--- src/sv/tasp_pkg.sv ---
`default_nettype none
package tasp_pkg;

    localparam int ANGLE_W   = 24;
    localparam int TIME_W    = 16;
    localparam int TIME_FRAC = 16;

    // rate * dt, then the whole-unit part of it
    localparam int PROD_W = ANGLE_W + TIME_W + 1;
    localparam int DISP_W = PROD_W - TIME_FRAC;
    // position sum before saturation, and its offset from the low limit
    localparam int POS_W  = ((ANGLE_W > DISP_W) ? ANGLE_W : DISP_W) + 1;
    localparam int DIFF_W = POS_W + 1;
    localparam int SAT_W  = DIFF_W + 1;

    // |width - 2*pi| < 0.01 rad in 2^-16 rad units
    localparam int CONT_MIN = 411120;
    localparam int CONT_MAX = 412430;

    typedef logic signed [ANGLE_W-1:0] t_angle;
    typedef logic [TIME_W-1:0]         t_time;
    typedef logic [1:0]                t_kind;

    localparam logic  CMD_TICK = 1'b0;
    localparam logic  CMD_SET  = 1'b1;
    localparam t_kind KIND_ABS  = 2'd0;
    localparam t_kind KIND_VEL  = 2'd1;
    localparam t_kind KIND_NONE = 2'd2;

    typedef struct packed {
        logic              start;
        logic [DIFF_W-1:0] dividend;
        logic [DIFF_W-1:0] divisor;
    } t_div_req;

    typedef struct packed {
        logic              done;
        logic [DIFF_W-1:0] rem;
    } t_div_rsp;

    function automatic t_angle sat_angle(input logic signed [SAT_W-1:0] v);
        logic signed [SAT_W-1:0] amax;
        logic signed [SAT_W-1:0] amin;
        amax = {{(SAT_W-ANGLE_W+1){1'b0}}, {(ANGLE_W-1){1'b1}}};
        amin = ~amax;
        if (v > amax) return amax[ANGLE_W-1:0];
        if (v < amin) return amin[ANGLE_W-1:0];
        return v[ANGLE_W-1:0];
    endfunction

    function automatic t_angle neg_sat(input t_angle r);
        if (r == {1'b1, {(ANGLE_W-1){1'b0}}}) return {1'b0, {(ANGLE_W-1){1'b1}}};
        return -r;
    endfunction

    function automatic logic is_cont(input t_angle lo, input t_angle hi);
        logic signed [ANGLE_W:0] w;
        w = (ANGLE_W+1)'(hi) - (ANGLE_W+1)'(lo);
        return (w >= CONT_MIN) && (w <= CONT_MAX);
    endfunction

endpackage
`default_nettype wire

--- src/sv/tasp_in_if.sv ---
`default_nettype none
interface tasp_in_if import tasp_pkg::*; ();
    logic   valid;
    logic   ready;
    logic   command;
    t_time  elapsed;
    t_kind  pitch_kind;
    t_kind  yaw_kind;
    t_angle pitch_angle;
    t_angle yaw_angle;
    t_angle pitch_speed;
    t_angle yaw_speed;
    t_angle pitch_low_limit;
    t_angle pitch_high_limit;
    t_angle yaw_low_limit;
    t_angle yaw_high_limit;

    modport source (
        output valid, command, elapsed, pitch_kind, yaw_kind, pitch_angle,
               yaw_angle, pitch_speed, yaw_speed, pitch_low_limit,
               pitch_high_limit, yaw_low_limit, yaw_high_limit,
        input  ready
    );
    modport sink (
        input  valid, command, elapsed, pitch_kind, yaw_kind, pitch_angle,
               yaw_angle, pitch_speed, yaw_speed, pitch_low_limit,
               pitch_high_limit, yaw_low_limit, yaw_high_limit,
        output ready
    );
endinterface
`default_nettype wire

--- src/sv/tasp_out_if.sv ---
`default_nettype none
interface tasp_out_if import tasp_pkg::*; ();
    logic   valid;
    logic   ready;
    t_angle pitch_position;
    t_angle yaw_position;

    modport source (output valid, pitch_position, yaw_position, input ready);
    modport sink   (input valid, pitch_position, yaw_position, output ready);
endinterface
`default_nettype wire

--- src/sv/tasp_div.sv ---
`default_nettype none
// Restoring divider, one quotient bit per cycle; only the remainder is kept.
module tasp_div import tasp_pkg::*; (
    input  wire logic     i_clk,
    input  wire logic     i_rst_n,
    input  wire t_div_req i_req,
    output t_div_rsp      o_rsp
);
    localparam int CNT_W = $clog2(DIFF_W);

    logic              r_busy;
    logic              r_done;
    logic [CNT_W-1:0]  r_cnt;
    logic [DIFF_W-1:0] r_dvd;
    logic [DIFF_W-1:0] r_dvs;
    logic [DIFF_W-1:0] r_rem;

    logic [DIFF_W:0]   shifted;
    logic [DIFF_W:0]   trial;
    logic [DIFF_W-1:0] n_rem;

    always_comb begin
        shifted = {r_rem, r_dvd[DIFF_W-1]};
        trial   = shifted - {1'b0, r_dvs};
        n_rem   = trial[DIFF_W] ? shifted[DIFF_W-1:0] : trial[DIFF_W-1:0];
    end

    always_ff @(posedge i_clk) begin
        if (!i_rst_n) begin
            r_busy <= 1'b0;
            r_done <= 1'b0;
            r_cnt  <= '0;
        end else begin
            r_done <= 1'b0;
            if (i_req.start) begin
                r_busy <= 1'b1;
                r_cnt  <= CNT_W'(DIFF_W - 1);
                r_dvd  <= i_req.dividend;
                r_dvs  <= i_req.divisor;
                r_rem  <= '0;
            end else if (r_busy) begin
                r_rem <= n_rem;
                r_dvd <= {r_dvd[DIFF_W-2:0], 1'b0};
                if (r_cnt == '0) begin
                    r_busy <= 1'b0;
                    r_done <= 1'b1;
                end else begin
                    r_cnt <= r_cnt - 1'b1;
                end
            end
        end
    end

    assign o_rsp.done = r_done;
    assign o_rsp.rem  = r_rem;
endmodule
`default_nettype wire

--- src/sv/two_axis_scan_position_generator.sv ---
// Set word: taken and applied in its accept cycle, the block stays ready.
// Armed tick word: ready drops while each axis is stepped: a position-mode axis is skipped,
// a velocity-mode axis is multiplied, added and checked, and also waits on the shared
// remainder divider when it wraps; then the output register is loaded, later while the last word waits.
// The first tick after reset only arms the block. Reset (synchronous, active low)
// zeroes positions, rates, limits, modes, the previous set word and the arm flag.
`default_nettype none
module two_axis_scan_position_generator import tasp_pkg::*; (
    input  wire logic i_clk,
    input  wire logic i_rst_n,
    tasp_in_if.sink   i_in,
    tasp_out_if.source o_out
);
    // One-hot sequencer. Axis 0 is pitch, axis 1 is yaw; both run through
    // the same multiplier, adder and divider, one after the other.
    typedef enum logic [5:0] {
        ST_IDLE = 6'b000001,
        ST_SEL  = 6'b000010,   // skip position-mode axis, else multiply
        ST_ADD  = 6'b000100,   // position + displacement
        ST_CHK  = 6'b001000,   // limit test or divider launch
        ST_DIV  = 6'b010000,   // wait for wrap remainder
        ST_PUSH = 6'b100000    // load output register
    } t_state;

    t_state r_state;
    logic   r_axis;
    logic   r_armed;

    // axis state
    t_angle     r_now  [2];
    t_angle     r_rate [2];
    t_angle     r_lo   [2];
    t_angle     r_hi   [2];
    logic [1:0] r_vmode;
    logic [1:0] r_wraps;

    // last applied set word, for repeat detection
    logic [3:0] r_prev_types;
    t_angle     r_prev [8];

    // datapath
    t_time                   r_dt;
    logic signed [PROD_W-1:0] r_prod;
    logic signed [POS_W-1:0]  r_pos;
    logic                    r_neg;

    // output register
    logic   r_out_valid;
    t_angle r_out_pitch;
    t_angle r_out_yaw;

    t_div_req div_req;
    t_div_rsp div_rsp;

    tasp_div u_div (
        .i_clk   (i_clk),
        .i_rst_n (i_rst_n),
        .i_req   (div_req),
        .o_rsp   (div_rsp)
    );

    logic                     in_fire;
    logic                     same_c;
    t_angle                   cur_now;
    t_angle                   cur_rate;
    t_angle                   cur_lo;
    t_angle                   cur_hi;
    logic signed [PROD_W-1:0] prod_c;
    logic signed [POS_W-1:0]  pos_c;
    logic signed [DIFF_W-1:0] diff_c;
    logic signed [ANGLE_W:0]  span_c;
    logic [DIFF_W-1:0]        mag_c;
    logic                     wrap_div;
    logic                     gt_hi;
    logic                     lt_lo;
    t_angle                   pos_sat;
    logic signed [SAT_W-1:0]  fix_c;

    assign in_fire = i_in.valid && i_in.ready;

    // repeated set words are dropped
    assign same_c = ({i_in.yaw_kind, i_in.pitch_kind} == r_prev_types)
                 && (i_in.pitch_angle      == r_prev[0])
                 && (i_in.yaw_angle        == r_prev[1])
                 && (i_in.pitch_speed      == r_prev[2])
                 && (i_in.yaw_speed        == r_prev[3])
                 && (i_in.pitch_low_limit  == r_prev[4])
                 && (i_in.pitch_high_limit == r_prev[5])
                 && (i_in.yaw_low_limit    == r_prev[6])
                 && (i_in.yaw_high_limit   == r_prev[7]);

    assign cur_now  = r_now[r_axis];
    assign cur_rate = r_rate[r_axis];
    assign cur_lo   = r_lo[r_axis];
    assign cur_hi   = r_hi[r_axis];

    // displacement = floor(rate * dt / 2^16): drop the fraction bits
    assign prod_c = PROD_W'(cur_rate) * PROD_W'($signed({1'b0, r_dt}));
    assign pos_c  = POS_W'(cur_now) + POS_W'($signed(r_prod[PROD_W-1:TIME_FRAC]));

    assign diff_c   = DIFF_W'(r_pos) - DIFF_W'(cur_lo);
    assign span_c   = (ANGLE_W+1)'(cur_hi) - (ANGLE_W+1)'(cur_lo);
    assign mag_c    = diff_c[DIFF_W-1] ? DIFF_W'(-diff_c) : DIFF_W'(diff_c);
    assign wrap_div = r_wraps[r_axis] && (span_c > 0);
    assign gt_hi    = r_pos > POS_W'(cur_hi);
    assign lt_lo    = r_pos < POS_W'(cur_lo);
    assign pos_sat  = sat_angle(SAT_W'(r_pos));

    // Truncated remainder has the sign of the offset; a negative nonzero
    // one is folded up by the width, landing at hi - |rem|.
    assign fix_c = (r_neg && (div_rsp.rem != '0))
                 ? SAT_W'(cur_hi) - $signed({1'b0, div_rsp.rem})
                 : SAT_W'(cur_lo) + $signed({1'b0, div_rsp.rem});

    assign div_req.start    = (r_state == ST_CHK) && wrap_div;
    assign div_req.dividend = mag_c;
    assign div_req.divisor  = DIFF_W'(span_c[ANGLE_W-1:0]);

    assign i_in.ready           = (r_state == ST_IDLE);
    assign o_out.valid          = r_out_valid;
    assign o_out.pitch_position = r_out_pitch;
    assign o_out.yaw_position   = r_out_yaw;

    always_ff @(posedge i_clk) begin
        if (!i_rst_n) begin
            r_state      <= ST_IDLE;
            r_axis       <= 1'b0;
            r_armed      <= 1'b0;
            r_vmode      <= '0;
            r_wraps      <= '0;
            r_prev_types <= '0;
            r_out_valid  <= 1'b0;
            for (int i = 0; i < 2; i++) begin
                r_now[i]  <= '0;
                r_rate[i] <= '0;
                r_lo[i]   <= '0;
                r_hi[i]   <= '0;
            end
            for (int i = 0; i < 8; i++) begin
                r_prev[i] <= '0;
            end
        end else begin
            // ST_PUSH owns the valid flag while it runs
            if (o_out.ready && (r_state != ST_PUSH)) begin
                r_out_valid <= 1'b0;
            end
            case (r_state)
                ST_IDLE: begin
                    if (in_fire) begin
                        if (i_in.command == CMD_SET) begin
                            if (!same_c) begin
                                r_prev_types <= {i_in.yaw_kind, i_in.pitch_kind};
                                r_prev[0] <= i_in.pitch_angle;
                                r_prev[1] <= i_in.yaw_angle;
                                r_prev[2] <= i_in.pitch_speed;
                                r_prev[3] <= i_in.yaw_speed;
                                r_prev[4] <= i_in.pitch_low_limit;
                                r_prev[5] <= i_in.pitch_high_limit;
                                r_prev[6] <= i_in.yaw_low_limit;
                                r_prev[7] <= i_in.yaw_high_limit;
                                // pitch
                                if (i_in.pitch_kind == KIND_ABS) begin
                                    r_now[0]   <= i_in.pitch_angle;
                                    r_vmode[0] <= 1'b0;
                                end else if (i_in.pitch_kind == KIND_VEL) begin
                                    r_vmode[0] <= 1'b1;
                                    r_rate[0]  <= i_in.pitch_speed;
                                    r_lo[0]    <= i_in.pitch_low_limit;
                                    r_hi[0]    <= i_in.pitch_high_limit;
                                    r_wraps[0] <= is_cont(i_in.pitch_low_limit,
                                                          i_in.pitch_high_limit);
                                end
                                // yaw
                                if (i_in.yaw_kind == KIND_ABS) begin
                                    r_now[1]   <= i_in.yaw_angle;
                                    r_vmode[1] <= 1'b0;
                                end else if (i_in.yaw_kind == KIND_VEL) begin
                                    r_vmode[1] <= 1'b1;
                                    r_rate[1]  <= i_in.yaw_speed;
                                    r_lo[1]    <= i_in.yaw_low_limit;
                                    r_hi[1]    <= i_in.yaw_high_limit;
                                    r_wraps[1] <= is_cont(i_in.yaw_low_limit,
                                                          i_in.yaw_high_limit);
                                end
                            end
                        end else if (!r_armed) begin
                            r_armed <= 1'b1;
                        end else begin
                            r_dt    <= i_in.elapsed;
                            r_axis  <= 1'b0;
                            r_state <= ST_SEL;
                        end
                    end
                end
                ST_SEL: begin
                    if (r_vmode[r_axis]) begin
                        r_prod  <= prod_c;
                        r_state <= ST_ADD;
                    end else if (!r_axis) begin
                        r_axis <= 1'b1;
                    end else begin
                        r_state <= ST_PUSH;
                    end
                end
                ST_ADD: begin
                    r_pos   <= pos_c;
                    r_state <= ST_CHK;
                end
                ST_CHK: begin
                    r_neg <= diff_c[DIFF_W-1];
                    if (wrap_div) begin
                        r_state <= ST_DIV;
                    end else begin
                        if (r_wraps[r_axis]) begin
                            r_now[r_axis] <= pos_sat;
                        end else if (gt_hi) begin
                            // reflect: stop at the limit, reverse
                            r_now[r_axis]  <= cur_hi;
                            r_rate[r_axis] <= neg_sat(cur_rate);
                        end else if (lt_lo) begin
                            r_now[r_axis]  <= cur_lo;
                            r_rate[r_axis] <= neg_sat(cur_rate);
                        end else begin
                            r_now[r_axis] <= pos_sat;
                        end
                        if (!r_axis) begin
                            r_axis  <= 1'b1;
                            r_state <= ST_SEL;
                        end else begin
                            r_state <= ST_PUSH;
                        end
                    end
                end
                ST_DIV: begin
                    if (div_rsp.done) begin
                        r_now[r_axis] <= sat_angle(fix_c);
                        if (!r_axis) begin
                            r_axis  <= 1'b1;
                            r_state <= ST_SEL;
                        end else begin
                            r_state <= ST_PUSH;
                        end
                    end
                end
                ST_PUSH: begin
                    if (!r_out_valid || o_out.ready) begin
                        r_out_valid <= 1'b1;
                        r_out_pitch <= r_now[0];
                        r_out_yaw   <= r_now[1];
                        r_state     <= ST_IDLE;
                    end
                end
                default: begin
                    r_state <= ST_IDLE;
                end
            endcase
        end
    end
endmodule
`default_nettype wire

--- src/flat_wrapper.sv ---
// flat-port wrapper written by rule: the top's interface ports become plain ports
module two_axis_scan_position_generator_flat import tasp_pkg::*;
  (i_clk, i_rst_n, i_in_valid, i_in_command, i_in_elapsed, i_in_pitch_kind, i_in_yaw_kind, i_in_pitch_angle, i_in_yaw_angle, i_in_pitch_speed, i_in_yaw_speed, i_in_pitch_low_limit, i_in_pitch_high_limit, i_in_yaw_low_limit, i_in_yaw_high_limit, i_in_ready, o_out_valid, o_out_pitch_position, o_out_yaw_position, o_out_ready);
  tasp_in_if i_in_i ();
  tasp_out_if o_out_i ();
  input  wire logic i_clk;
  input  wire logic i_rst_n;
  input wire logic [$bits(i_in_i.valid)-1:0] i_in_valid;
  input wire logic [$bits(i_in_i.command)-1:0] i_in_command;
  input wire logic [$bits(i_in_i.elapsed)-1:0] i_in_elapsed;
  input wire logic [$bits(i_in_i.pitch_kind)-1:0] i_in_pitch_kind;
  input wire logic [$bits(i_in_i.yaw_kind)-1:0] i_in_yaw_kind;
  input wire logic [$bits(i_in_i.pitch_angle)-1:0] i_in_pitch_angle;
  input wire logic [$bits(i_in_i.yaw_angle)-1:0] i_in_yaw_angle;
  input wire logic [$bits(i_in_i.pitch_speed)-1:0] i_in_pitch_speed;
  input wire logic [$bits(i_in_i.yaw_speed)-1:0] i_in_yaw_speed;
  input wire logic [$bits(i_in_i.pitch_low_limit)-1:0] i_in_pitch_low_limit;
  input wire logic [$bits(i_in_i.pitch_high_limit)-1:0] i_in_pitch_high_limit;
  input wire logic [$bits(i_in_i.yaw_low_limit)-1:0] i_in_yaw_low_limit;
  input wire logic [$bits(i_in_i.yaw_high_limit)-1:0] i_in_yaw_high_limit;
  output wire logic [$bits(i_in_i.ready)-1:0] i_in_ready;
  output wire logic [$bits(o_out_i.valid)-1:0] o_out_valid;
  output wire logic [$bits(o_out_i.pitch_position)-1:0] o_out_pitch_position;
  output wire logic [$bits(o_out_i.yaw_position)-1:0] o_out_yaw_position;
  input wire logic [$bits(o_out_i.ready)-1:0] o_out_ready;
  assign i_in_i.valid = i_in_valid;
  assign i_in_i.command = i_in_command;
  assign i_in_i.elapsed = i_in_elapsed;
  assign i_in_i.pitch_kind = i_in_pitch_kind;
  assign i_in_i.yaw_kind = i_in_yaw_kind;
  assign i_in_i.pitch_angle = i_in_pitch_angle;
  assign i_in_i.yaw_angle = i_in_yaw_angle;
  assign i_in_i.pitch_speed = i_in_pitch_speed;
  assign i_in_i.yaw_speed = i_in_yaw_speed;
  assign i_in_i.pitch_low_limit = i_in_pitch_low_limit;
  assign i_in_i.pitch_high_limit = i_in_pitch_high_limit;
  assign i_in_i.yaw_low_limit = i_in_yaw_low_limit;
  assign i_in_i.yaw_high_limit = i_in_yaw_high_limit;
  assign i_in_ready = i_in_i.ready;
  assign o_out_valid = o_out_i.valid;
  assign o_out_pitch_position = o_out_i.pitch_position;
  assign o_out_yaw_position = o_out_i.yaw_position;
  assign o_out_i.ready = o_out_ready;
  two_axis_scan_position_generator u_core (.i_clk(i_clk), .i_rst_n(i_rst_n), .i_in(i_in_i), .o_out(o_out_i));
endmodule
--- config.mk ---
export PLATFORM = sky130hd
export DESIGN_NAME = two_axis_scan_position_generator_flat
export DESIGN_NICKNAME = d
export VERILOG_FILES = /design/src/sv/tasp_pkg.sv /design/src/sv/tasp_in_if.sv /design/src/sv/tasp_out_if.sv /design/src/sv/tasp_div.sv /design/src/sv/two_axis_scan_position_generator.sv /design/src/flat_wrapper.sv
export SDC_FILE = /design/constraint.sdc
export NUM_CORES = 2
export LEC_CHECK = 0
export BUFFER_PORTS_ARGS = -buffer_cell sky130_fd_sc_hd__buf_2
export CORE_ASPECT_RATIO = 1.4
export CORE_MARGIN = 8
export CORE_UTILIZATION = 50
export CTS_BUF_LIST = sky130_fd_sc_hd__clkbuf_8
export DETAILED_ROUTE_END_ITERATION = 8
export PLACE_DENSITY_LB_ADDON = 0.15
export SLEW_MARGIN = 20
export SYNTH_ARGS = -nofsm -noshare
export SYNTH_HDL_FRONTEND = slang
export SYNTH_SLANG_ARGS = --single-unit
--- constraint.sdc ---
create_clock -name i_clk -period 10.3 [get_ports i_clk]
set_input_delay 0.515 -clock i_clk [delete_from_list [all_inputs] [get_ports i_clk]]
set_output_delay 0.515 -clock i_clk [all_outputs]
set_load 0.02 [all_outputs]
# After elaboration in Yosys (flattened, before gate mapping)
# Memories as Yosys holds them, arrays and structs flattened. A register that Yosys moved wholly into a read port is not among the register bits.
# Index checks and enable logic that the tools add are counted.
[word_totals] inputBits=217 word_cells=342 ramBits=384 memories=5 output_inout_bits=50 reg_bits=186
[mem_list] memory="u_core.r_prev" depth=8 word_bits=24 rd=8 rd_clocked_by_memory_dff=0 wr=8 line="two_axis_scan_position_generator.sv:39" rtl="t_angle r_prev [8];"
[mem_list] memory="u_core.r_hi" depth=2 word_bits=24 rd=1 rd_clocked_by_memory_dff=1 wr=2 line="two_axis_scan_position_generator.sv:33" rtl="t_angle r_hi [2];"
[mem_list] memory="u_core.r_lo" depth=2 word_bits=24 rd=1 rd_clocked_by_memory_dff=1 wr=2 line="two_axis_scan_position_generator.sv:32" rtl="t_angle r_lo [2];"
[mem_list] memory="u_core.r_now" depth=2 word_bits=24 rd=3 rd_clocked_by_memory_dff=3 wr=2 line="two_axis_scan_position_generator.sv:30" rtl="t_angle r_now [2];"
[mem_list] memory="u_core.r_rate" depth=2 word_bits=24 rd=1 rd_clocked_by_memory_dff=1 wr=2 line="two_axis_scan_position_generator.sv:31" rtl="t_angle r_rate [2];"
[op_classes] bitwise=28 addsub=11 reduce_logical=46 n_eq_ne=28 order_cmp=12 mul=1 muxes=191
[ops] op="24-bit 2-to-1 mux" n=48
[ops] op="24-bit equality test" n=8
[ops] op="27-bit 2-to-1 mux" n=5
[ops] op="1-bit 2-to-1 mux" n=123
[ops] op="24-bit by 24-bit subtractor with 25-bit output" n=3
[ops] op="6-bit 2-to-1 mux" n=9
[ops] op="25-bit by 20-bit >= comparator with 1-bit output (second input constant)" n=2
[ops] op="25-bit by 20-bit <= comparator with 1-bit output (second input constant)" n=2
[ops] op="24-bit OR reduction" n=2
[ops] op="24-bit by 17-bit multiplier with 41-bit output" n=1
[ops] op="6-bit case mux with 6 select lines" n=1
[ops] op="24-bit by 28-bit adder with 28-bit output" n=1
[ops] op="28-bit by 24-bit greater-than comparator with 1-bit output (second input constant)" n=1
[ops] op="28-bit by 24-bit less-than comparator with 1-bit output (second input constant)" n=1
[ops] op="28-bit 2-to-1 mux" n=1
[ops] op="24-bit by 28-bit subtractor with 28-bit output" n=1
[ops] op="28-bit by 24-bit subtractor with 28-bit output" n=1
[ops] op="27-bit negator" n=1
[ops] op="27-bit nonzero test" n=1
[ops] op="26-bit by 24-bit subtractor with 27-bit output" n=1
[ops] op="24-bit by 25-bit adder with 26-bit output" n=1
[ops] op="26-bit by 24-bit greater-than comparator with 1-bit output" n=1
[ops] op="26-bit by 24-bit greater-than comparator with 1-bit output (second input constant)" n=1
[ops] op="26-bit by 24-bit less-than comparator with 1-bit output" n=1
[ops] op="other kinds (37)" n=100

# Depth between registers and ports, before layout
[depth] ltp_word=19 depth_mapped=31 depth_no_buf=25

# Cells and area by module
# A second synthesis with hierarchy kept.
[unflattened] cells_unflattened=5266 hier_area_um2=52600.4
[modules_own_cells] mod="two_axis_scan_position_generator" seq_area_each_um2=15374.7 area_per_inst_um2=47483.0 cells_per_inst=4838 n_inst=1
[modules_own_cells] mod="tasp_div" seq_area_each_um2=2572.5 area_per_inst_um2=5117.4 cells_per_inst=428 n_inst=1

# Worst setup path before layout
# No wires, ideal clock.
[synth_timing] path_type="register -> register" startpoint="register (tool-made name)" endpoint="register u_core.r_prod[40] (data pin)" setup_slack_ps=2135 period_less_slack_ps=8165 path_stages_with_launch=31 n_path_buf=6 arrival_time_ps=7905 setup_time_ps=260 required_time_ps=10040 path_cell_list="dfxtp_1 buf_2 buf_2 buf_1 clkbuf_1 buf_1 mux2_2 clkbuf_1 and2_1 fa_1 inv_1 fa_1 inv_1 fa_1 fa_1 fa_1 inv_1 fa_1 inv_1 ha_1 o21a_1 o21ai_0 nor3b_1 a21bo_2 a21oi_1 o2111ai_1 a31oi_1 nor2_1 o2111ai_1 a21oi_1 xnor2_1"
[synth_lines] element="to (signal assigned)" line="two_axis_scan_position_generator.sv:197" rtl="r_prod <= prod_c;"
[synth_lines] element="to (decl)" line="two_axis_scan_position_generator.sv:43" rtl="logic signed [PROD_W-1:0] r_prod;"

==> summary.md <==
| Metric | Value |
|---|---|
| Clock latency on the worst-skew pair | `820 ps` |
| IO Port Bufs | `266` |
| Post-Syn Instances | `5303` |
| GRT met3 Usage | `6.08%` |
| Clk sinks | `603` |
| Register area | `0.0179 mm²` |
| Met1 Usage GRT | `36.4%` |
| Post-CTS Setup Inserts | `0` |
| Filler cells | `9464` |
| Overall power | `0.0114 W` |
| Die footprint | `0.116 mm²` |
| Netlist Area Pre-Place | `0.0526 mm²` |
| GRT Overall Usage | `32.5%` |
| Mean Syn Cell Area | `9.92 µm²` |
| M2 GR Usage | `57.2%` |
| ANT nets after route | `0` |
| Total Nets Final | `6508` |
| Data required, critical path | `10790 ps` |
| TritonCTS buffer count | `99` |
| Drt pass-1 iters | `6` |
| Setup ws final | `2320 ps` |
| Clk pwr share | `20.8%` |
| Via count | `41700` |
| Worst EP arrival | `8470 ps` |
| Status | `finished clean` |
| Crit-path most repeated cell | `fa_1` |
| CP cell instances | `mux2_2 -> and2_1 -> fa_1 -> inv_1 -> fa_1 -> fa_1 -> inv_1 -> fa_1 -> fa_1 -> inv_1 -> fa_1 -> inv_1 -> ha_1 -> o21a_1 -> o21ai_0 -> nor3b_1 -> a21bo_2 -> a21oi_1 -> o2111ai_1 -> a31oi_1 -> nor2_1 -> o2111ai_1 -> a21oi_1 -> xnor2_1` |
| Final period util | `77.5%` |
| Final hold violation count | `0` |
| Relative slew slack | `19.2%` |
| Cell-internal power | `0.00676 W` |
| Sw Share | `40.5%` |
| Antenna violations before repair | `34` |
| Sw Pwr | `0.00459 W` |
| Die X-Extent | `290 µm` |
| Synthesized netlist net count | `6234` |
| Worst-margin pin slew | `1180 ps` |
| Worst hold path class | `primary input to flop` |
| MaxCap Viol Count | `0` |
| DRC | `0` |
| Min Tclk post-route | `7980 ps` |
| First-pass GRT wire length | `277000 µm` |
| Dpl ws | `2370 ps` |
| Most common cell after layout, fill and taps aside | `inv_1` |
| Die height | `400 µm` |
| Finished layout cell area | `0.0581 mm²` |
| Gr ovfl total | `0` |
| I/O pins | `267` |
| Vias in the first global route | `41800` |
| CP Launch Type | `flop` |
| Final setup fails | `0` |
| Initial core utilization | `50.1%` |
| Fraction of layout cells with a size suffix above 1 | `10.7%` |
| Clock Path Buffers | `3` |
| Part of the power in registers | `28.5%` |
| Root Driver | `clkbuf_8` |
| Post-CTS Hold Buffers | `27` |
| Core Util, Final | `55.3%` |
| Reg clk slew, reported paths | `70 ps` |
| Kind of end point of the critical path | `flop` |
| Slew Limit Fails | `0` |
| Area grow syn2layout | `10.4%` |
| Multi-input logic area | `0.0315 mm²` |
| Vias per cell | `5.92` |
| Yosys cell types | `100` |
| Asr flop ratio synth | `0%` |
| Yosys reg bits | `603` |
| Seq/Total Area, Yosys | `33.9%` |
| Largest net degree at the start of global routing | `111` |
| Path type of the worst setup path | `flop to flop` |
| P per Cell Area | `196 mW/mm²` |
| CTS tree | `done` |
| Crit-path slowest cell | `dfxtp_4` |
| Setup_tns | `0 ps` |
| Core area | `0.105 mm²` |
| Unrepaired setup endpoints after global routing | `no` |
| Peak supply drop | `0.241 mV` |
| Lkg Pwr | `25.0 nW` |
| Main synth FF type | `edfxtp_1` |
| Max FO, Critical Path | `39` |
| EDFF count, synth | `578` |
| Placed cell area | `0.0556 mm²` |
| Wire length per cell | `27.2 µm` |
| Commonest cells after routing, fill and taps aside | `inv_1 (709), edfxtp_1 (578), nand2_1 (496), and2_1 (398), fa_1 (383)` |
| Max Clock Skew | `69.1 ps` |
| Routed WL | `192000 µm` |
| Max incr delay on CP | `750 ps` |
| HPWL after DPL | `156000 µm` |
| Ys Warns | `0` |
| Post-cts sizing count | `0` |
| Gr busiest metal | `met2` |
| Initial DRC count | `3781` |
| Fmax | `125 MHz` |
| RePlAce Congestion | `1.03` |
| Rows | `141` |
| Comb power frac | `50.7%` |
| H-tree Lvls | `3` |
critical path, delay by kind of cell (launching register included):
family	cells	cell delay, ps
adder cells (fa/ha/maj)	7	3350
AO/OA/AOI/OAI	8	1970
flip-flops	1	750
multiplexers	1	640
AND/OR/NAND/NOR	3	570
buffers and inverters	4	210
XOR/XNOR	1	130
cell type report:
| cell class | count | area share [%] |
|---|---|---|
| flip-flops and latches | 603 | 30.8 |
| repair buffers | 366 | 3.71 |
| clock buffers | 104 | 2.47 |
| diodes | 22 | 0.0948 |
| well taps | 1358 | 2.93 |
| clock inverters | 76 | 1.23 |
| inverters | 694 | 4.49 |
| multi-input cells | 3813 | 54.3 |
power groups by stage:
stage	clock network (W)	registers (W)	logic (W)
after floorplan	0	0.00327	0.00415
after global placement	0	0.00328	0.00561
after detailed placement	0	0.00329	0.00570
after CTS	0.00239	0.00324	0.00575
after global routing	0.00248	0.00325	0.00644
final	0.00236	0.00324	0.00576
cells by family after synthesis:
family                     count (synthesis)  synth area share [%]
adders and majority gates                714                  22.4
DFF                                      603                  33.9
and+or+nand+nor                         1651                  16.1
muxes                                    139                  2.77
buffers and inverters                    887                  6.41
xor gates and xnor gates                 389                  6.49
AOI/OAI and AO/OA                        920                  11.9
synth_stat cells, types with 96 or more instances:
library cell,n,area (µm²)
inv_1,693,2600
ha_1,331,4140
nor2_1,241,905
clkbuf_1,149,559
xnor2_1,292,2560
edfxtp_1,578,17400
nor3_1,120,601
xor2_1,96,841
and2_1,398,2490
nand2_1,498,1870
fa_1,383,7670
o21ai_0,168,841
a21oi_1,202,1010
worst paths after layout:
kind | slack, ps | from | depth (start not counted) | end
max | 2320 | flop | 24 | u_core.r_prod[40]$_DFFE_PP_
min | 60 | i_in_pitch_speed[7] | 2 | u_core.r_prev[0][55]$_SDFFCE_PN0P_
max reg2reg | 2320 | flop | 24 | u_core.r_prod[40]$_DFFE_PP_
min reg2reg | 450 | u_core.u_div.r_busy$_SDFF_PN0_ | 2 | u_core.u_div.r_done$_SDFF_PP0_
routing by layer:
layer | vias to the layer above | wire length [µm]
met5 | - | 186
met4 | 28 | 14200
met3 | 459 | 14000
met2 | 1676 | 94300
met1 | 20700 | 69000
li1 | 18800 | -
per-stage QoR:
stage / std cells / hold slack, ps
final: 7036 / 60.5
after global routing: 7018 / 43.7
after CTS: 7013 / 2.12
after detailed placement: 6806 / 435
after global placement: 6806 / 438
after floorplan: 5303 / 418
flip-flops by register name, indices dropped and copies added (netlist names), 25 cells and up, named ones only:
signal / count
u_core.r_hi: 48
u_core.u_div.r_dvd: 27
u_core.r_prev: 192
u_core.r_lo: 48
u_core.r_pos: 26
u_core.r_now: 48
u_core.r_prod: 25
u_core.r_rate: 48
u_core.u_div.r_rem: 27
No activity file was read; power rests on OpenSTA's default activity.
